### config.mk
export PLATFORM = sky130hd
export DESIGN_NAME = time_of_day_slot_table
export DESIGN_NICKNAME = d
export VERILOG_FILES = /design/src/hdl/tods_pkg.sv /design/src/hdl/time_of_day_slot_table.sv
export SDC_FILE = /design/constraint.sdc
export NUM_CORES = 1
export LEC_CHECK = 0
export BUFFER_PORTS_ARGS = -buffer_cell sky130_fd_sc_hd__clkbuf_2
export CORE_ASPECT_RATIO = 2
export CORE_MARGIN = 10
export CORE_UTILIZATION = 55
export DETAILED_ROUTE_END_ITERATION = 7
export PLACE_DENSITY = 0.72
export SETUP_SLACK_MARGIN = 0.15
export SYNTH_ARGS = -nofsm -noshare
export SYNTH_HDL_FRONTEND = slang
export SYNTH_SLANG_ARGS = --single-unit
### constraint.sdc
create_clock -name aclk -period 19.9 [get_ports aclk]
set_clock_uncertainty 0.2 [all_clocks]
set_input_delay 2.985 -clock aclk [delete_from_list [all_inputs] [get_ports aclk]]
set_output_delay 2.985 -clock aclk [all_outputs]
set_load 0.01 [all_outputs]
### src/hdl/tods_pkg.sv
// Shared types and constants for the time-of-day slot table.
// Holds the input and result transaction structs, the slot entry layout and the codes.
// No dependencies.
`timescale 1ns / 1ps

package tods_pkg;

    localparam int HOUR_W   = 5;
    localparam int MIN_W    = 6;
    localparam int SEC_W    = 6;
    localparam int MASK_W   = 5;
    localparam int TIME_W   = HOUR_W + MIN_W + SEC_W;
    localparam int DL_W     = 5;

    // Devices that carry flags; mask bits above this are dropped on a flag write.
    localparam int NUM_DEVICES = 5;
    localparam logic [MASK_W-1:0] DEV_MASK = MASK_W'((1 << NUM_DEVICES) - 1);

    localparam logic [DL_W-1:0] HOURS_PER_DAY  = DL_W'(24);
    localparam logic [DL_W-1:0] DAYLIGHT_RESET = DL_W'(12);

    typedef enum logic [2:0] {
        ACT_INSERT = 3'd0,
        ACT_REMOVE = 3'd1,
        ACT_FIND   = 3'd2,
        ACT_WRITE  = 3'd3,
        ACT_READ   = 3'd4
    } action_t;

    typedef enum logic [2:0] {
        STAT_OK        = 3'd0,
        STAT_FULL      = 3'd1,
        STAT_DUP       = 3'd2,
        STAT_NOT_FOUND = 3'd3,
        STAT_LAST_KEPT = 3'd4,
        STAT_BAD_INDEX = 3'd5
    } status_t;

    typedef enum logic [3:0] {
        S_IDLE,
        S_START,
        S_SCAN,
        S_SHIFT_UP,
        S_PLACE,
        S_SHIFT_DN,
        S_WALK,
        S_WALK_LAST,
        S_FLAGS,
        S_FETCH,
        S_DONE
    } state_t;

    typedef struct packed {
        logic [2:0]        action;
        logic [HOUR_W-1:0] hour;
        logic [MIN_W-1:0]  minute;
        logic [SEC_W-1:0]  second;
        logic [2:0]        slot_index;
        logic [MASK_W-1:0] auto_mask;
        logic [MASK_W-1:0] state_mask;
        logic [MASK_W-1:0] periodic_mask;
    } in_item_t;

    typedef struct packed {
        logic [2:0]        status;
        logic [2:0]        result_slot;
        logic [3:0]        slot_count;
        logic [HOUR_W-1:0] out_hour;
        logic [MIN_W-1:0]  out_minute;
        logic [SEC_W-1:0]  out_second;
        logic [MASK_W-1:0] out_auto;
        logic [MASK_W-1:0] out_state;
        logic [MASK_W-1:0] out_periodic;
    } out_item_t;

    typedef struct packed {
        logic [HOUR_W-1:0] hour;
        logic [MIN_W-1:0]  minute;
        logic [SEC_W-1:0]  second;
        logic [MASK_W-1:0] auto_f;
        logic [MASK_W-1:0] onoff;
        logic [MASK_W-1:0] periodic;
    } slot_entry_t;

endpackage

### src/hdl/time_of_day_slot_table.sv
// Time-of-day slot table: sorted slot store with one read and one write port, table walker and result register.
// Depends on tods_pkg.
`timescale 1ns / 1ps

// The table holds up to MAX_SLOTS daily slots sorted by start time in an
// array with one read and one write port, and one small sequencer walks it one
// entry per cycle for every transaction. An insert scans the table for a
// duplicate and its place, then shifts the tail up one entry a cycle; a
// remove scans and shifts the tail down; a lookup reads the entries in order
// until one holds the time. The longest transaction is an insert at the front
// of a table with MAX_SLOTS-1 entries. s_ready is high only while the sequencer
// is idle, which it enters as the result is loaded, and the result register lets
// the next transaction be accepted while the previous result is still waiting
// on m_ready. The daylight register is written through the cfg channel, which
// is always ready; write it only while no transaction is in flight.
module time_of_day_slot_table #(
    parameter int MAX_SLOTS = 8
) (
    input  logic                aclk,
    input  logic                aresetn,
    input  logic                s_valid,
    output logic                s_ready,
    input  tods_pkg::in_item_t  s_payload,
    output logic                m_valid,
    input  logic                m_ready,
    output tods_pkg::out_item_t m_payload,
    input  logic                cfg_valid,
    output logic                cfg_ready,
    input  logic [4:0]          cfg_data
);
    import tods_pkg::*;

    localparam int IW = (MAX_SLOTS > 1) ? $clog2(MAX_SLOTS) : 1;
    localparam int CW = $clog2(MAX_SLOTS + 1);
    localparam int SW = (IW > 3) ? IW : 3;
    localparam int XW = (CW > 3) ? CW : 3;

    slot_entry_t slot_mem [MAX_SLOTS];

    state_t            state_reg, state_next;
    in_item_t          req_reg, req_next;
    logic [CW-1:0]     count_reg, count_next;
    logic [CW-1:0]     idx_reg, idx_next;
    logic [CW-1:0]     pos_reg, pos_next;
    logic              found_reg, found_next;
    logic [IW-1:0]     cur_reg, cur_next;
    slot_entry_t       prev_reg, prev_next;
    logic [TIME_W-1:0] first_time_reg, first_time_next;
    slot_entry_t       hold_reg, hold_next;
    logic              show_reg, show_next;
    status_t           res_status_reg, res_status_next;
    logic [SW-1:0]     res_slot_reg, res_slot_next;
    logic [DL_W-1:0]   daylight_reg, daylight_next;
    logic              m_valid_reg, m_valid_next;
    out_item_t         m_payload_reg, m_payload_next;
    slot_entry_t       rd_ent_reg;

    logic              wr_en;
    logic [IW-1:0]     wr_addr;
    slot_entry_t       wr_ent;
    logic [IW-1:0]     rd_addr;
    slot_entry_t       rd_ent;

    logic [TIME_W-1:0] req_time, rd_time, ss_time, se_time;
    logic [CW-1:0]     idx_inc, idx_dec, count_dec, eval_slot;
    logic              hm_match, rd_less, scan_last, walk_last;
    logic              pair_equal, slot_hit, bad_index, out_free;

    // Entry that a step in the given state works on.
    function automatic logic [IW-1:0] read_addr(input state_t st, input logic [CW-1:0] idx,
                                                input logic [CW-1:0] pos,
                                                input logic [2:0] sel,
                                                input logic [SW-1:0] res_slot);
        logic [IW-1:0] addr;
        unique case (st)
            S_SCAN, S_WALK: addr = idx[IW-1:0];
            S_SHIFT_UP:     addr = IW'(idx - CW'(1));
            S_SHIFT_DN:     addr = IW'(idx + CW'(1));
            S_PLACE: begin
                if (pos == '0) begin
                    addr = IW'(1);
                end else begin
                    addr = IW'(pos - CW'(1));
                end
            end
            S_FLAGS:        addr = IW'(sel);
            S_FETCH:        addr = res_slot[IW-1:0];
            default:        addr = '0;
        endcase
        return addr;
    endfunction

    assign s_ready   = (state_reg == S_IDLE);
    assign cfg_ready = 1'b1;
    assign m_valid   = m_valid_reg;
    assign m_payload = m_payload_reg;

    // The read is registered, so the address is taken from the next step's values.
    assign rd_addr   = read_addr(state_next, idx_next, pos_next, req_next.slot_index,
                                 res_slot_next);
    assign rd_ent    = rd_ent_reg;
    assign req_time  = {req_reg.hour, req_reg.minute, req_reg.second};
    assign rd_time   = {rd_ent.hour, rd_ent.minute, rd_ent.second};
    assign idx_inc   = idx_reg + CW'(1);
    assign idx_dec   = idx_reg - CW'(1);
    assign count_dec = count_reg - CW'(1);
    assign hm_match  = (rd_ent.hour == req_reg.hour) && (rd_ent.minute == req_reg.minute);
    assign rd_less   = (rd_time < req_time);
    assign scan_last = (idx_reg == count_dec);
    assign walk_last = (idx_reg == count_dec);
    assign bad_index = (XW'(req_reg.slot_index) >= XW'(count_reg));
    assign out_free  = !m_valid_reg || m_ready;

    // Lookup compares slot eval_slot (start ss) against the next slot's start se,
    // which wraps to the first entry for the last slot.
    assign ss_time    = {prev_reg.hour, prev_reg.minute, prev_reg.second};
    assign se_time    = (state_reg == S_WALK_LAST) ? first_time_reg : rd_time;
    assign eval_slot  = (state_reg == S_WALK_LAST) ? count_dec : idx_dec;
    assign pair_equal = (count_reg == CW'(2)) && (ss_time == se_time);

    always_comb begin
        if (pair_equal) begin
            slot_hit = ((daylight_reg == HOURS_PER_DAY) && (eval_slot == CW'(0)))
                    || ((daylight_reg == '0) && (eval_slot == CW'(1)));
        end else begin
            slot_hit = ((req_time >= ss_time) && (req_time < se_time))
                    || ((se_time < ss_time) && (req_time >= ss_time))
                    || ((se_time < ss_time) && (req_time < se_time));
        end
    end

    // Next state.
    always_comb begin
        state_next = state_reg;
        unique case (state_reg)
            S_IDLE: begin
                if (s_valid) begin
                    state_next = S_START;
                end
            end
            S_START: begin
                unique case (req_reg.action)
                    ACT_INSERT: state_next = (count_reg >= CW'(MAX_SLOTS)) ? S_DONE : S_SCAN;
                    ACT_REMOVE: state_next = (count_reg <= CW'(1)) ? S_FETCH : S_SCAN;
                    ACT_FIND:   state_next = (count_reg == CW'(1)) ? S_FETCH : S_WALK;
                    ACT_WRITE:  state_next = bad_index ? S_DONE : S_FLAGS;
                    ACT_READ:   state_next = bad_index ? S_DONE : S_FETCH;
                    default:    state_next = S_DONE;
                endcase
            end
            S_SCAN: begin
                if (req_reg.action == ACT_INSERT) begin
                    if (hm_match) begin
                        state_next = S_DONE;
                    end else if (scan_last) begin
                        state_next = S_SHIFT_UP;
                    end
                end else begin
                    if (hm_match) begin
                        state_next = S_SHIFT_DN;
                    end else if (scan_last) begin
                        state_next = S_DONE;
                    end
                end
            end
            S_SHIFT_UP: begin
                if (idx_reg <= pos_reg) begin
                    state_next = S_PLACE;
                end
            end
            S_PLACE:    state_next = S_DONE;
            S_SHIFT_DN: begin
                if (idx_inc >= count_reg) begin
                    state_next = S_DONE;
                end
            end
            S_WALK: begin
                if (idx_reg != '0) begin
                    if (slot_hit) begin
                        state_next = S_DONE;
                    end else if (walk_last) begin
                        state_next = S_WALK_LAST;
                    end
                end
            end
            S_WALK_LAST: state_next = slot_hit ? S_DONE : S_FETCH;
            S_FLAGS:     state_next = S_FETCH;
            S_FETCH:     state_next = S_DONE;
            S_DONE: begin
                if (out_free) begin
                    state_next = S_IDLE;
                end
            end
            default:     state_next = S_IDLE;
        endcase
    end

    // Datapath, table writes and result register.
    always_comb begin
        req_next        = req_reg;
        count_next      = count_reg;
        idx_next        = idx_reg;
        pos_next        = pos_reg;
        found_next      = found_reg;
        cur_next        = cur_reg;
        prev_next       = prev_reg;
        first_time_next = first_time_reg;
        hold_next       = hold_reg;
        show_next       = show_reg;
        res_status_next = res_status_reg;
        res_slot_next   = res_slot_reg;
        daylight_next   = daylight_reg;
        m_valid_next    = m_valid_reg;
        m_payload_next  = m_payload_reg;
        wr_en           = 1'b0;
        wr_addr         = '0;
        wr_ent          = rd_ent;

        if (cfg_valid) begin
            daylight_next = cfg_data;
        end
        if (m_valid_reg && m_ready) begin
            m_valid_next = 1'b0;
        end

        unique case (state_reg)
            S_IDLE: begin
                if (s_valid) begin
                    req_next = s_payload;
                end
            end
            S_START: begin
                idx_next        = '0;
                found_next      = 1'b0;
                pos_next        = count_reg;
                res_status_next = STAT_OK;
                res_slot_next   = '0;
                show_next       = 1'b1;
                unique case (req_reg.action)
                    ACT_INSERT: begin
                        if (count_reg >= CW'(MAX_SLOTS)) begin
                            res_status_next = STAT_FULL;
                            show_next       = 1'b0;
                        end
                    end
                    ACT_REMOVE: begin
                        if (count_reg <= CW'(1)) begin
                            res_status_next = STAT_LAST_KEPT;
                        end
                    end
                    ACT_FIND: begin
                        if (count_reg == CW'(1)) begin
                            cur_next = '0;
                        end
                    end
                    ACT_WRITE, ACT_READ: begin
                        res_slot_next = SW'(req_reg.slot_index);
                        if (bad_index) begin
                            res_status_next = STAT_BAD_INDEX;
                            show_next       = 1'b0;
                        end
                    end
                    default: begin
                        res_status_next = STAT_BAD_INDEX;
                        show_next       = 1'b0;
                    end
                endcase
            end
            S_SCAN: begin
                if (hm_match) begin
                    hold_next     = rd_ent;
                    res_slot_next = SW'(idx_reg);
                    pos_next      = idx_reg;
                    if (req_reg.action == ACT_INSERT) begin
                        res_status_next = STAT_DUP;
                    end
                end else begin
                    // The first entry that is not earlier than the new time is its place.
                    if (!rd_less && !found_reg) begin
                        pos_next   = idx_reg;
                        found_next = 1'b1;
                    end
                    if (scan_last) begin
                        if (req_reg.action == ACT_INSERT) begin
                            idx_next = count_reg;
                        end else begin
                            res_status_next = STAT_NOT_FOUND;
                            show_next       = 1'b0;
                        end
                    end else begin
                        idx_next = idx_inc;
                    end
                end
            end
            S_SHIFT_UP: begin
                if (idx_reg > pos_reg) begin
                    wr_en    = 1'b1;
                    wr_addr  = idx_reg[IW-1:0];
                    wr_ent   = rd_ent;
                    idx_next = idx_dec;
                end
            end
            S_PLACE: begin
                wr_en         = 1'b1;
                wr_addr       = pos_reg[IW-1:0];
                wr_ent.hour   = req_reg.hour;
                wr_ent.minute = req_reg.minute;
                wr_ent.second = req_reg.second;
                hold_next     = wr_ent;
                count_next    = count_reg + CW'(1);
                res_slot_next = SW'(pos_reg);
            end
            S_SHIFT_DN: begin
                if (idx_inc < count_reg) begin
                    wr_en    = 1'b1;
                    wr_addr  = idx_reg[IW-1:0];
                    wr_ent   = rd_ent;
                    idx_next = idx_inc;
                end else begin
                    count_next = count_dec;
                    if (CW'(cur_reg) >= count_dec) begin
                        cur_next = IW'(count_reg - CW'(2));
                    end
                end
            end
            S_WALK: begin
                if (idx_reg == '0) begin
                    first_time_next = rd_time;
                    prev_next       = rd_ent;
                    idx_next        = idx_inc;
                end else if (slot_hit) begin
                    cur_next      = IW'(eval_slot);
                    res_slot_next = SW'(eval_slot);
                    hold_next     = prev_reg;
                end else begin
                    prev_next = rd_ent;
                    if (!walk_last) begin
                        idx_next = idx_inc;
                    end
                end
            end
            S_WALK_LAST: begin
                if (slot_hit) begin
                    cur_next      = IW'(eval_slot);
                    res_slot_next = SW'(eval_slot);
                    hold_next     = prev_reg;
                end else begin
                    res_status_next = STAT_NOT_FOUND;
                    res_slot_next   = SW'(cur_reg);
                end
            end
            S_FLAGS: begin
                wr_en           = 1'b1;
                wr_addr         = IW'(req_reg.slot_index);
                wr_ent.auto_f   = req_reg.auto_mask & DEV_MASK;
                wr_ent.onoff    = req_reg.state_mask & DEV_MASK;
                wr_ent.periodic = req_reg.periodic_mask & DEV_MASK;
            end
            S_FETCH: begin
                hold_next = rd_ent;
            end
            S_DONE: begin
                if (out_free) begin
                    m_valid_next               = 1'b1;
                    m_payload_next.status      = res_status_reg;
                    m_payload_next.result_slot = res_slot_reg[2:0];
                    m_payload_next.slot_count  = 4'(count_reg);
                    if (show_reg) begin
                        m_payload_next.out_hour     = hold_reg.hour;
                        m_payload_next.out_minute   = hold_reg.minute;
                        m_payload_next.out_second   = hold_reg.second;
                        m_payload_next.out_auto     = hold_reg.auto_f;
                        m_payload_next.out_state    = hold_reg.onoff;
                        m_payload_next.out_periodic = hold_reg.periodic;
                    end else begin
                        m_payload_next.out_hour     = '0;
                        m_payload_next.out_minute   = '0;
                        m_payload_next.out_second   = '0;
                        m_payload_next.out_auto     = '0;
                        m_payload_next.out_state    = '0;
                        m_payload_next.out_periodic = '0;
                    end
                end
            end
            default: begin
                req_next = req_reg;
            end
        endcase
    end

    // Only the first entry has a defined value after reset. A write to the entry
    // being read is passed straight to the read register.
    always_ff @(posedge aclk) begin
        if (!aresetn) begin
            slot_mem[0] <= '0;
            rd_ent_reg  <= '0;
        end else begin
            if (wr_en) begin
                slot_mem[wr_addr] <= wr_ent;
            end
            if (wr_en && (wr_addr == rd_addr)) begin
                rd_ent_reg <= wr_ent;
            end else begin
                rd_ent_reg <= slot_mem[rd_addr];
            end
        end
    end

    always_ff @(posedge aclk) begin
        if (!aresetn) begin
            state_reg    <= S_IDLE;
            count_reg    <= CW'(1);
            cur_reg      <= '0;
            daylight_reg <= DAYLIGHT_RESET;
            m_valid_reg  <= 1'b0;
            found_reg    <= 1'b0;
        end else begin
            state_reg    <= state_next;
            count_reg    <= count_next;
            cur_reg      <= cur_next;
            daylight_reg <= daylight_next;
            m_valid_reg  <= m_valid_next;
            found_reg    <= found_next;
        end
    end

    always_ff @(posedge aclk) begin
        req_reg        <= req_next;
        idx_reg        <= idx_next;
        pos_reg        <= pos_next;
        prev_reg       <= prev_next;
        first_time_reg <= first_time_next;
        hold_reg       <= hold_next;
        show_reg       <= show_next;
        res_status_reg <= res_status_next;
        res_slot_reg   <= res_slot_next;
        m_payload_reg  <= m_payload_next;
    end

`ifndef SYNTHESIS
    a_count_range: assert property (@(posedge aclk) disable iff (!aresetn)
        (count_reg >= CW'(1)) && (count_reg <= CW'(MAX_SLOTS)))
        else $error("slot count left its legal range");

    a_current_in_table: assert property (@(posedge aclk) disable iff (!aresetn)
        CW'(cur_reg) < count_reg)
        else $error("current slot lies beyond the table");

    a_place_grows: assert property (@(posedge aclk) disable iff (!aresetn)
        (state_reg == S_PLACE) |=> (count_reg == $past(count_reg) + CW'(1)))
        else $error("insert did not add exactly one entry");

    a_no_write_idle: assert property (@(posedge aclk) disable iff (!aresetn)
        (state_reg == S_IDLE || state_reg == S_DONE) |-> !wr_en)
        else $error("table written outside a transaction");

    a_result_from_done: assert property (@(posedge aclk) disable iff (!aresetn)
        $rose(m_valid_reg) |-> ($past(state_reg) == S_DONE))
        else $error("result raised outside the final step");
`endif

endmodule
==> results.tsv, run 1 <==
metric	value	unit
Total GRT Usage	0.260	
clock buffer depth	3	
share of synthesized registers carrying an async set or reset	0	
element type at the critical path start	register	
FF-to-FF path depth	19	
CP required	20150	ps
Adder-Cell Fraction of Synth Area	0.0476	
Final Power	4140	uW
Post-Synth Simple-Gate Area	0.153	
outcome	finished, final reports clean	
Congestion Overflow GR	0	
Hold Path Class	register to register	
final slew viol count	0	
Synth Area in XOR/XNOR	0.00645	
Compound-Gate Fraction of Synth Area	0.149	
hpwl dp	45.1	mm
CTS sink count	482	
RSZ-0062 raised after global routing	no	
register area share after synthesis	0.595	
Port Buffers	91	
hold endpoint	m_payload[39]$_DFFE_PP_	
final core utilization	0.613	
antenna-violating nets left	0	
initial core utilization	0.557	
Worst Hold Slack	221	ps
vias in the first global route	16966	
CTS tree	done	
Setup crit start	state_reg[1]$_SDFF_PN0_	
Seq cells post-synth	482	
Die ar.	51400	sq um
Vias	16919	
mux cell area share after synthesis	0.00909	
worst skew pair latency	580	ps
postcts setup bufs	0	
PnR worst setup slack	11680	ps
worst hold start	res_status_reg[0]$_DFFE_PP_	
die width	165	um
Avg WL per Cell	27.2	um
share of layout cells above drive strength 1	0.131	
hold depth	0	
fmax	122	MHz
flop2flop setup slack	11680	ps
Worst setup EP type	register	
R2R Path End	rd_ent[22]$_SDFF_PN0_	
Detailed Route WL	68.3	mm
final setup vio count	0	
Final GP Congestion	1.02	
Antenna Cells	0	
initial antenna violation count	0	
Worst-path clk slew	70	ps
htree depth	2	
dominant synthesized flop cell	edfxtp_1	
Resized Gates After CTS	0	
PD cells	162	nW/um^2
Synth-to-Final Area Change	10.1	%
crit path kind	register to register	
CTS Hold Bufs	0	
iteration count of the initial detailed-routing pass	7	
max reg flops	256	
Post-Synthesis Cells	1905	
largest net degree at the start of global routing	130	
Inserted Clock Buffers	43	
Tmin final	8220	ps
# IOs	93	
Cell Area, Synth	23300	sq um
core area	41800	sq um
setup_tns	0	ps
Yosys warnings	0	
vias per inst	6.75	
worst-path maximum fanout	129	
site row count	106	
maxcap violations	0	
Final Net Count	2070	
Starting DRT DRC Count	1542	
first-pass GRT wire length	103	mm
DP Worst Slack	11870	ps
Syn Area/Cell	12.2	sq um
Final Hold Vio Count	0	
post-synth cell types	98	
main combinational cell family by area after synthesis	simple AND/OR/NAND/NOR gates	
clk root buf	clkbuf_16	
DRC	0	
post-synthesis net count	2041	
Worst Path Arrival	8480	ps
worst slew pin tran	1250	ps
Tcrit/Tclk final	0.413	
Worst IR Drop VDD	0.190	mV
die height	311	um
Worst slew margin	0.163	
Post-synth EDFFs	419	
worst r2r src	state_reg[1]$_SDFF_PN0_	
Lkg Pwr	0.00920	uW
## critical path, cell delays in order, from the launching register on
cell       delay [ps]
dfxtp_1           840
nand4b_4          630
nand2_1           250
nand2_1           110
ha_1              340
nand4_1           200
or4_4             600
nor2_4            250
o211ai_4          190
nand3_1           140
a21oi_1            50
a311oi_1          810
o21a_1            220
o211a_2           170
buf_4             840
nand3_4           570
buf_4             560
a2111oi_0         620
nor4_1            130
o22a_1            200
## routing by layer
| metal | part of all wire | track usage | up-vias |
|---|---|---|---|
| li1 | - | - | 7554 |
| met1 | 0.35 | 0.294 | 8369 |
| met2 | 0.51 | 0.444 | 751 |
| met3 | 0.059 | 0.0304 | 245 |
| met4 | 0.075 | 0.177 | 0 |
| met5 | 0 | 0 | - |
## final cells by class
cell class                      count  area (sq um)
Multi-Input combinational cell   1206          8600
Inverter                           73           274
Clock inverter                     22           312
Tap cell                          540           676
Sequential cell                   482         13800
Clock buffer                       57          1180
Fill cell                        3336         16200
Timing Repair Buffer              128           733
## synthesized netlist by cell type, drive strengths merged, types with 6 or more instances
cell type | n | area (sq um)
a2111oi | 133 | 1220
a211o | 6 | 52.6
a211oi | 41 | 335
a21o | 21 | 159
a21oi | 79 | 410
a221oi | 9 | 85.1
a31oi | 6 | 37.5
and2 | 40 | 250
and3 | 11 | 73.8
and4 | 132 | 1160
buf | 42 | 277
clkbuf | 102 | 384
dfxtp | 63 | 1260
edfxtp | 419 | 12600
ha | 87 | 1090
inv | 72 | 270
mux2 | 6 | 67.6
mux2i | 14 | 144
nand2 | 248 | 931
nand2b | 8 | 50.1
nand3 | 21 | 110
nand4 | 16 | 100
nor2 | 73 | 284
nor2b | 10 | 62.6
nor3 | 25 | 146
nor4 | 23 | 144
o211ai | 29 | 236
o21a | 7 | 53.8
o21ai | 41 | 224
o22a | 21 | 184
o22ai | 6 | 37.5
or4 | 16 | 124
xnor2 | 8 | 70.1
## placed cells by master (no fill, tap or decap), drive strengths merged, types with 5 or more instances in the layout
cell type / n
mux2: 6
nor3: 25
a221oi: 9
o22a: 21
a2111oi: 133
clkbuf: 148
inv: 75
a211o: 6
bufinv: 6
nor2b: 10
nand4: 16
nand2b: 8
ha: 87
nor2: 73
o22ai: 6
clkinv: 12
o2111ai: 5
buf: 37
nand3b: 5
nand2: 248
and4: 132
a22oi: 5
xnor2: 8
a31oi: 6
and3: 11
edfxtp: 419
mux2i: 14
a21o: 21
or4: 16
o21ai: 41
a211oi: 41
nand3: 21
o21a: 7
o211ai: 29
dfxtp: 63
nor4: 23
and2: 40
a21oi: 79
## worst max path at each step
stage                                       endpoint  slack (ps)  depth (start not counted)
after global routing           rd_ent[19]$_SDFF_PN0_       11290                         21
after floorplan           m_payload[0]$_SDFFCE_PN0P_       13300                          2
after detailed placement       rd_ent[30]$_SDFF_PN0_       11870                         13
final                          rd_ent[22]$_SDFF_PN0_       11680                         19
after CTS                      rd_ent[15]$_SDFF_PN0_       11920                         19
after global placement         rd_ent[29]$_SDFF_PN0_       12130                         20
## cell families (layout without fill, tap and decap cells)
logic type	count (synthesis)	count (layout)
AND/OR/NAND/NOR	637	637
other	1	1
AO/OA/AOI/OAI	446	446
XOR/XNOR	14	14
adder cells (fa/ha/maj)	88	88
buffers and inverters	217	280
flip-flops	482	482
multiplexers	20	20
## power breakdown
| part | total [uW] | switching [uW] | internal (uW) | leakage, uW |
|---|---|---|---|---|
| Combinational | 1870 | 1240 | 636 | 0.00403 |
| Clock | 880 | 379 | 502 | 0.000725 |
| Sequential | 1390 | 132 | 1250 | 0.00444 |
| Total | 4140 | 1750 | 2390 | 0.00920 |
## through the flow
| stage | instance area (sq um) | std cells |
|---|---|---|
| finish | 25600 | 2508 |
| global route | 25600 | 2508 |
| CTS | 25600 | 2508 |
| detailed placement | 24100 | 2429 |
| global placement | 24100 | 2429 |
| floorplan | 23300 | 1905 |
Power figures use the tool's default switching activity.
==> run 2: changes to the inputs <==
==> constraint.sdc (replaced) <==
create_clock -name aclk -period 8.58 [get_ports aclk]
set_clock_uncertainty 0.2 [all_clocks]
set_input_delay 1.287 -clock aclk [delete_from_list [all_inputs] [get_ports aclk]]
set_output_delay 1.287 -clock aclk [all_outputs]
set_load 0.01 [all_outputs]
==> run 2 against run 1 <==
  * Flip-flop and latch count unchanged
  * Power increased by 130%
  * Register-to-register slack got worse by 11000 ps
  * Routed wire length decreased by 1.1%
  * Largest cell class unchanged
  * Highest routed layer unchanged
==> results.tsv, run 2 (same netlist as run 1, synthesis figures left out) <==
metric	value	unit
final slew viol count	0	
die height	311	um
Final GP Congestion	1.02	
Worst Path Arrival	7910	ps
worst slew pin tran	1180	ps
Antenna Cells	0	
vias in the first global route	17088	
fill count	3290	
PD cells	374	nW/um^2
setup_tns	0	ps
initial antenna violation count	0	
Total GRT Usage	0.258	
clk root buf	clkbuf_16	
htree depth	2	
Final Hold Vio Count	0	
worst-path maximum fanout	18	
flop2flop setup slack	940	ps
element type at the critical path start	register	
area of the multi-input gates	8600	sq um
Detailed Route WL	67.6	mm
fmax	131	MHz
Lkg Pwr	0.00921	uW
Tcrit/Tclk final	0.890	
Synth-to-Final Area Change	10.1	%
Port Buffers	91	
Starting DRT DRC Count	1460	
Worst setup EP type	register	
initial core utilization	0.557	
core area	41800	sq um
Resized Gates After CTS	0	
Hold Path Class	register to register	
largest net degree at the start of global routing	129	
Die ar.	51400	sq um
CTS Hold Bufs	0	
vias per inst	6.67	
Worst IR Drop VDD	0.249	mV
share of layout cells above drive strength 1	0.133	
die width	165	um
DP Worst Slack	1070	ps
max reg flops	256	
Final Net Count	2078	
Worst-path clk slew	60	ps
# IOs	93	
postcts setup bufs	0	
Vias	16786	
maxcap violations	0	
most common cell after layout, fill and taps aside	edfxtp_1	
CTS sink count	482	
Avg WL per Cell	26.9	um
Worst Hold Slack	226	ps
most frequent cells in the layout	edfxtp_1 (419), nand2_1 (248), and4_1 (132)	
worst skew pair latency	580	ps
outcome	finished, final reports clean	
hpwl dp	44.9	mm
first-pass GRT wire length	102	mm
DRC	0	
antenna-violating nets left	0	
clock buffer depth	3	
Tmin final	7640	ps
Congestion Overflow GR	0	
CP required	8850	ps
Inserted Clock Buffers	43	
final setup vio count	0	
site row count	106	
Worst slew margin	0.214	
RSZ-0062 raised after global routing	no	
crit path kind	register to register	
Register Area	13800	sq um
iteration count of the initial detailed-routing pass	6	
CTS tree	done	
PnR worst setup slack	944	ps
-- run 2: changes by cell type in the layout (fill, tap and decap cells not counted), sizes merged --
cell    change
clkinv      -2
inv         -1
bufinv      -4
clkbuf      +7
buf         +8
-- run 2: critical path, stage by stage (launching register included) --
cell and delay [ps]:
dfxtp_1 750, nor2b_1 300, and3_1 770, nand2_1 120
nand2_1 120, inv_1 50, ha_1 290, nand2_1 70
o21ai_0 220, a221oi_1 130, o221ai_1 450, o21ai_2 250
a211oi_2 500, a221o_1 270, o21ai_0 180, fa_1 510
o32ai_1 310, mux2i_1 150, o21ai_1 330, nor4_1 100
or4_1 490, buf_4 220, a21o_1 410, a211oi_1 330
-- run 2: power breakdown --
part           leakage, uW  internal (uW)  total (uW)  switching (uW)
Combinational      0.00407           1540        4420            2880
Clock             0.000693           1100        1960             858
Sequential         0.00444           2910        3210             298
-- run 2: worst paths after layout --
check	startpoint	cells past startpoint	to
min reg2reg	res_status_reg[1]$_DFFE_PP_	0	m_payload[40]$_DFFE_PP_
min	res_status_reg[1]$_DFFE_PP_	0	m_payload[40]$_DFFE_PP_
max reg2reg	state_reg[2]$_SDFF_PN0_	23	rd_ent[13]$_SDFF_PN0_
max	state_reg[2]$_SDFF_PN0_	23	rd_ent[13]$_SDFF_PN0_
-- run 2: layer usage --
layer	routed length, um	up-vias	track usage	part of all wire
met1	23900	8240	0.296	0.35
met4	4220	0	0.145	0.062
met2	35100	780	0.451	0.52
met3	4330	207	0.0312	0.064
met5	0	-	0	0
li1	-	7559	-	-
-- run 2: layout make-up --
class,instances,area share
sequential,482,0.540
multi-input combinational,1206,0.336
clock buffer,64,0.0499
timing repair buffer,136,0.0314
tap,540,0.0264
inverter,73,0.0107
clock inverter,15,0.00557
-- run 2: metrics by stage --
| stage | instances | util | cell area [sq um] | power [uW] |
|---|---|---|---|---|
| 5_1_grt | 2516 | 0.613 | 25600 | 10100 |
| 3_3_place_gp | 2437 | 0.579 | 24200 | 7440 |
| 3_5_place_dp | 2437 | 0.579 | 24200 | 7570 |
| 4_1_cts | 2516 | 0.613 | 25600 | 9520 |
| 2_1_floorplan | 1905 | - | 23300 | 6250 |
| 6_report | 2516 | 0.613 | 25600 | 9590 |
==> run 3: changes to the inputs <==
--- a/config.mk
+++ b/config.mk
@@ -8,9 +8,9 @@
 export BUFFER_PORTS_ARGS = -buffer_cell sky130_fd_sc_hd__clkbuf_2
 export CORE_ASPECT_RATIO = 2
 export CORE_MARGIN = 10
-export CORE_UTILIZATION = 55
+export CORE_UTILIZATION = 60
 export DETAILED_ROUTE_END_ITERATION = 7
-export PLACE_DENSITY = 0.72
+export PLACE_DENSITY = 0.78
 export SETUP_SLACK_MARGIN = 0.15
 export SYNTH_ARGS = -nofsm -noshare
 export SYNTH_HDL_FRONTEND = slang
==> run 3 against run 2 <==
  * Sequential power about the same
  * Via count increased by 0.79%
  * Die area decreased by 7.6%
  * Worst hold slack got worse by 2.5 ps
  * Maximum frequency increased by 0.44%
  * Routed wire length increased by 0.45%
  * Count of clock-buffer cells in the layout decreased by 12
  * Register-to-register slack improved by 30 ps
  * Final cell count decreased by 1.0%
  * Clock power decreased by 6%
  * Critical endpoint is now rd_ent[7]$_SDFF_PN0_
  * Largest power group unchanged
==> results.tsv, run 3 (same netlist as run 1, synthesis figures left out) <==
metric	value	unit
initial core utilization	0.604	
die height	299	um
worst-path maximum fanout	128	
most frequent cells in the layout	edfxtp_1 (419), nand2_1 (248), and4_1 (132)	
CTS tree	done	
Vias	16919	
Tmin final	7600	ps
Antenna Cells	0	
worst r2r src	state_reg[2]$_SDFF_PN0_	
worst hold start	res_status_reg[0]$_DFFE_PP_	
Worst slew margin	0.175	
Final GP Congestion	1.01	
PD cells	372	nW/um^2
final core utilization	0.661	
Avg WL per Cell	27.3	um
DP Worst Slack	1120	ps
share of layout cells above drive strength 1	0.131	
postcts setup bufs	0	
worst skew pair latency	590	ps
Die ar.	47500	sq um
crit path kind	register to register	
CP required	8870	ps
Starting DRT DRC Count	1417	
max reg flops	256	
worst slew pin tran	1230	ps
clk root buf	clkbuf_16	
die width	159	um
Worst-path clk slew	70	ps
Hold Path Class	register to register	
CTS Hold Bufs	0	
Final Net Count	2072	
Tcrit/Tclk final	0.886	
htree depth	2	
most common cell after layout, fill and taps aside	edfxtp_1	
maxcap violations	0	
Inserted Clock Buffers	42	
Worst Path Arrival	7890	ps
Detailed Route WL	67.9	mm
iteration count of the initial detailed-routing pass	8	
Worst IR Drop VDD	0.342	mV
site row count	102	
hpwl dp	45.0	mm
Worst setup EP type	register	
first-pass GRT wire length	102	mm
Total GRT Usage	0.277	
Congestion Overflow GR	0	
Final Hold Vio Count	0	
element type at the critical path start	register	
CTS sink count	482	
Port Buffers	91	
RSZ-0062 raised after global routing	no	
Resized Gates After CTS	0	
setup_tns	0	ps
# IOs	93	
fmax	132	MHz
final slew viol count	0	
Setup crit start	state_reg[2]$_SDFF_PN0_	
vias in the first global route	16929	
FF-to-FF path depth	19	
Synth-to-Final Area Change	9.44	%
hold depth	0	
Lkg Pwr	0.00915	uW
final setup vio count	0	
PnR worst setup slack	977	ps
vias per inst	6.79	
antenna-violating nets left	0	
largest net degree at the start of global routing	129	
core area	38500	sq um
Final Power	9470	uW
outcome	finished, final reports clean	
initial antenna violation count	2	
clock buffer depth	3	
DRC	0	
run 3: cell type report:
class	instances	area, sq um
flip-flops and latches	482	13800
clock inverters	26	223
well taps	520	651
repair buffers	131	768
clock buffers	52	1110
multi-input cells	1206	8600
fillers	2868	13100
inverters	73	274
run 3: path summary, 6_finish.rpt:
| kind | slack [ps] | end |
|---|---|---|
| setup / recovery | 980 | rd_ent[7]$_SDFF_PN0_ |
| setup reg to reg | 980 | rd_ent[7]$_SDFF_PN0_ |
| hold / removal | 220 | m_payload[39]$_DFFE_PP_ |
| hold reg to reg | 220 | m_payload[39]$_DFFE_PP_ |
run 3: critical path: stages, from the launching register on:
cell	delay, ps
dfxtp_1	700
nor2b_1	300
and3_1	750
nand2_1	130
nand2_1	110
ha_1	240
a21o_1	160
a21o_1	200
a2111oi_4	370
o211ai_2	220
o21ai_2	380
a21oi_1	110
a311oi_1	980
o21a_1	240
o211a_2	230
buf_4	820
and4_1	330
a2111oi_0	70
or4_1	610
a211oi_1	290
run 3: report_power, final:
part / internal, uW / switching (uW) / total, uW / leakage [uW]
sequential: 2910 / 292 / 3200 / 0.00444
clock: 972 / 882 / 1850 / 0.000659
combinational: 1510 / 2900 / 4410 / 0.00405
run 3: stage by stage:
stage	cells	hold slack, ps	cell area [sq um]
after detailed placement	2412	211	24100
after global routing	2490	242	25500
after floorplan	1905	200	23300
after CTS	2490	225	25500
final	2490	223	25500
after global placement	2412	206	24100
run 3: per-layer routing:
layer	track usage	vias up	wire, um	part of all wire
met3	0.0445	250	4490	0.066
li1	-	7548	-	-
met4	0.175	2	4660	0.069
met1	0.304	8238	23800	0.35
met2	0.490	881	34900	0.51
met5	0	-	13	0.00019
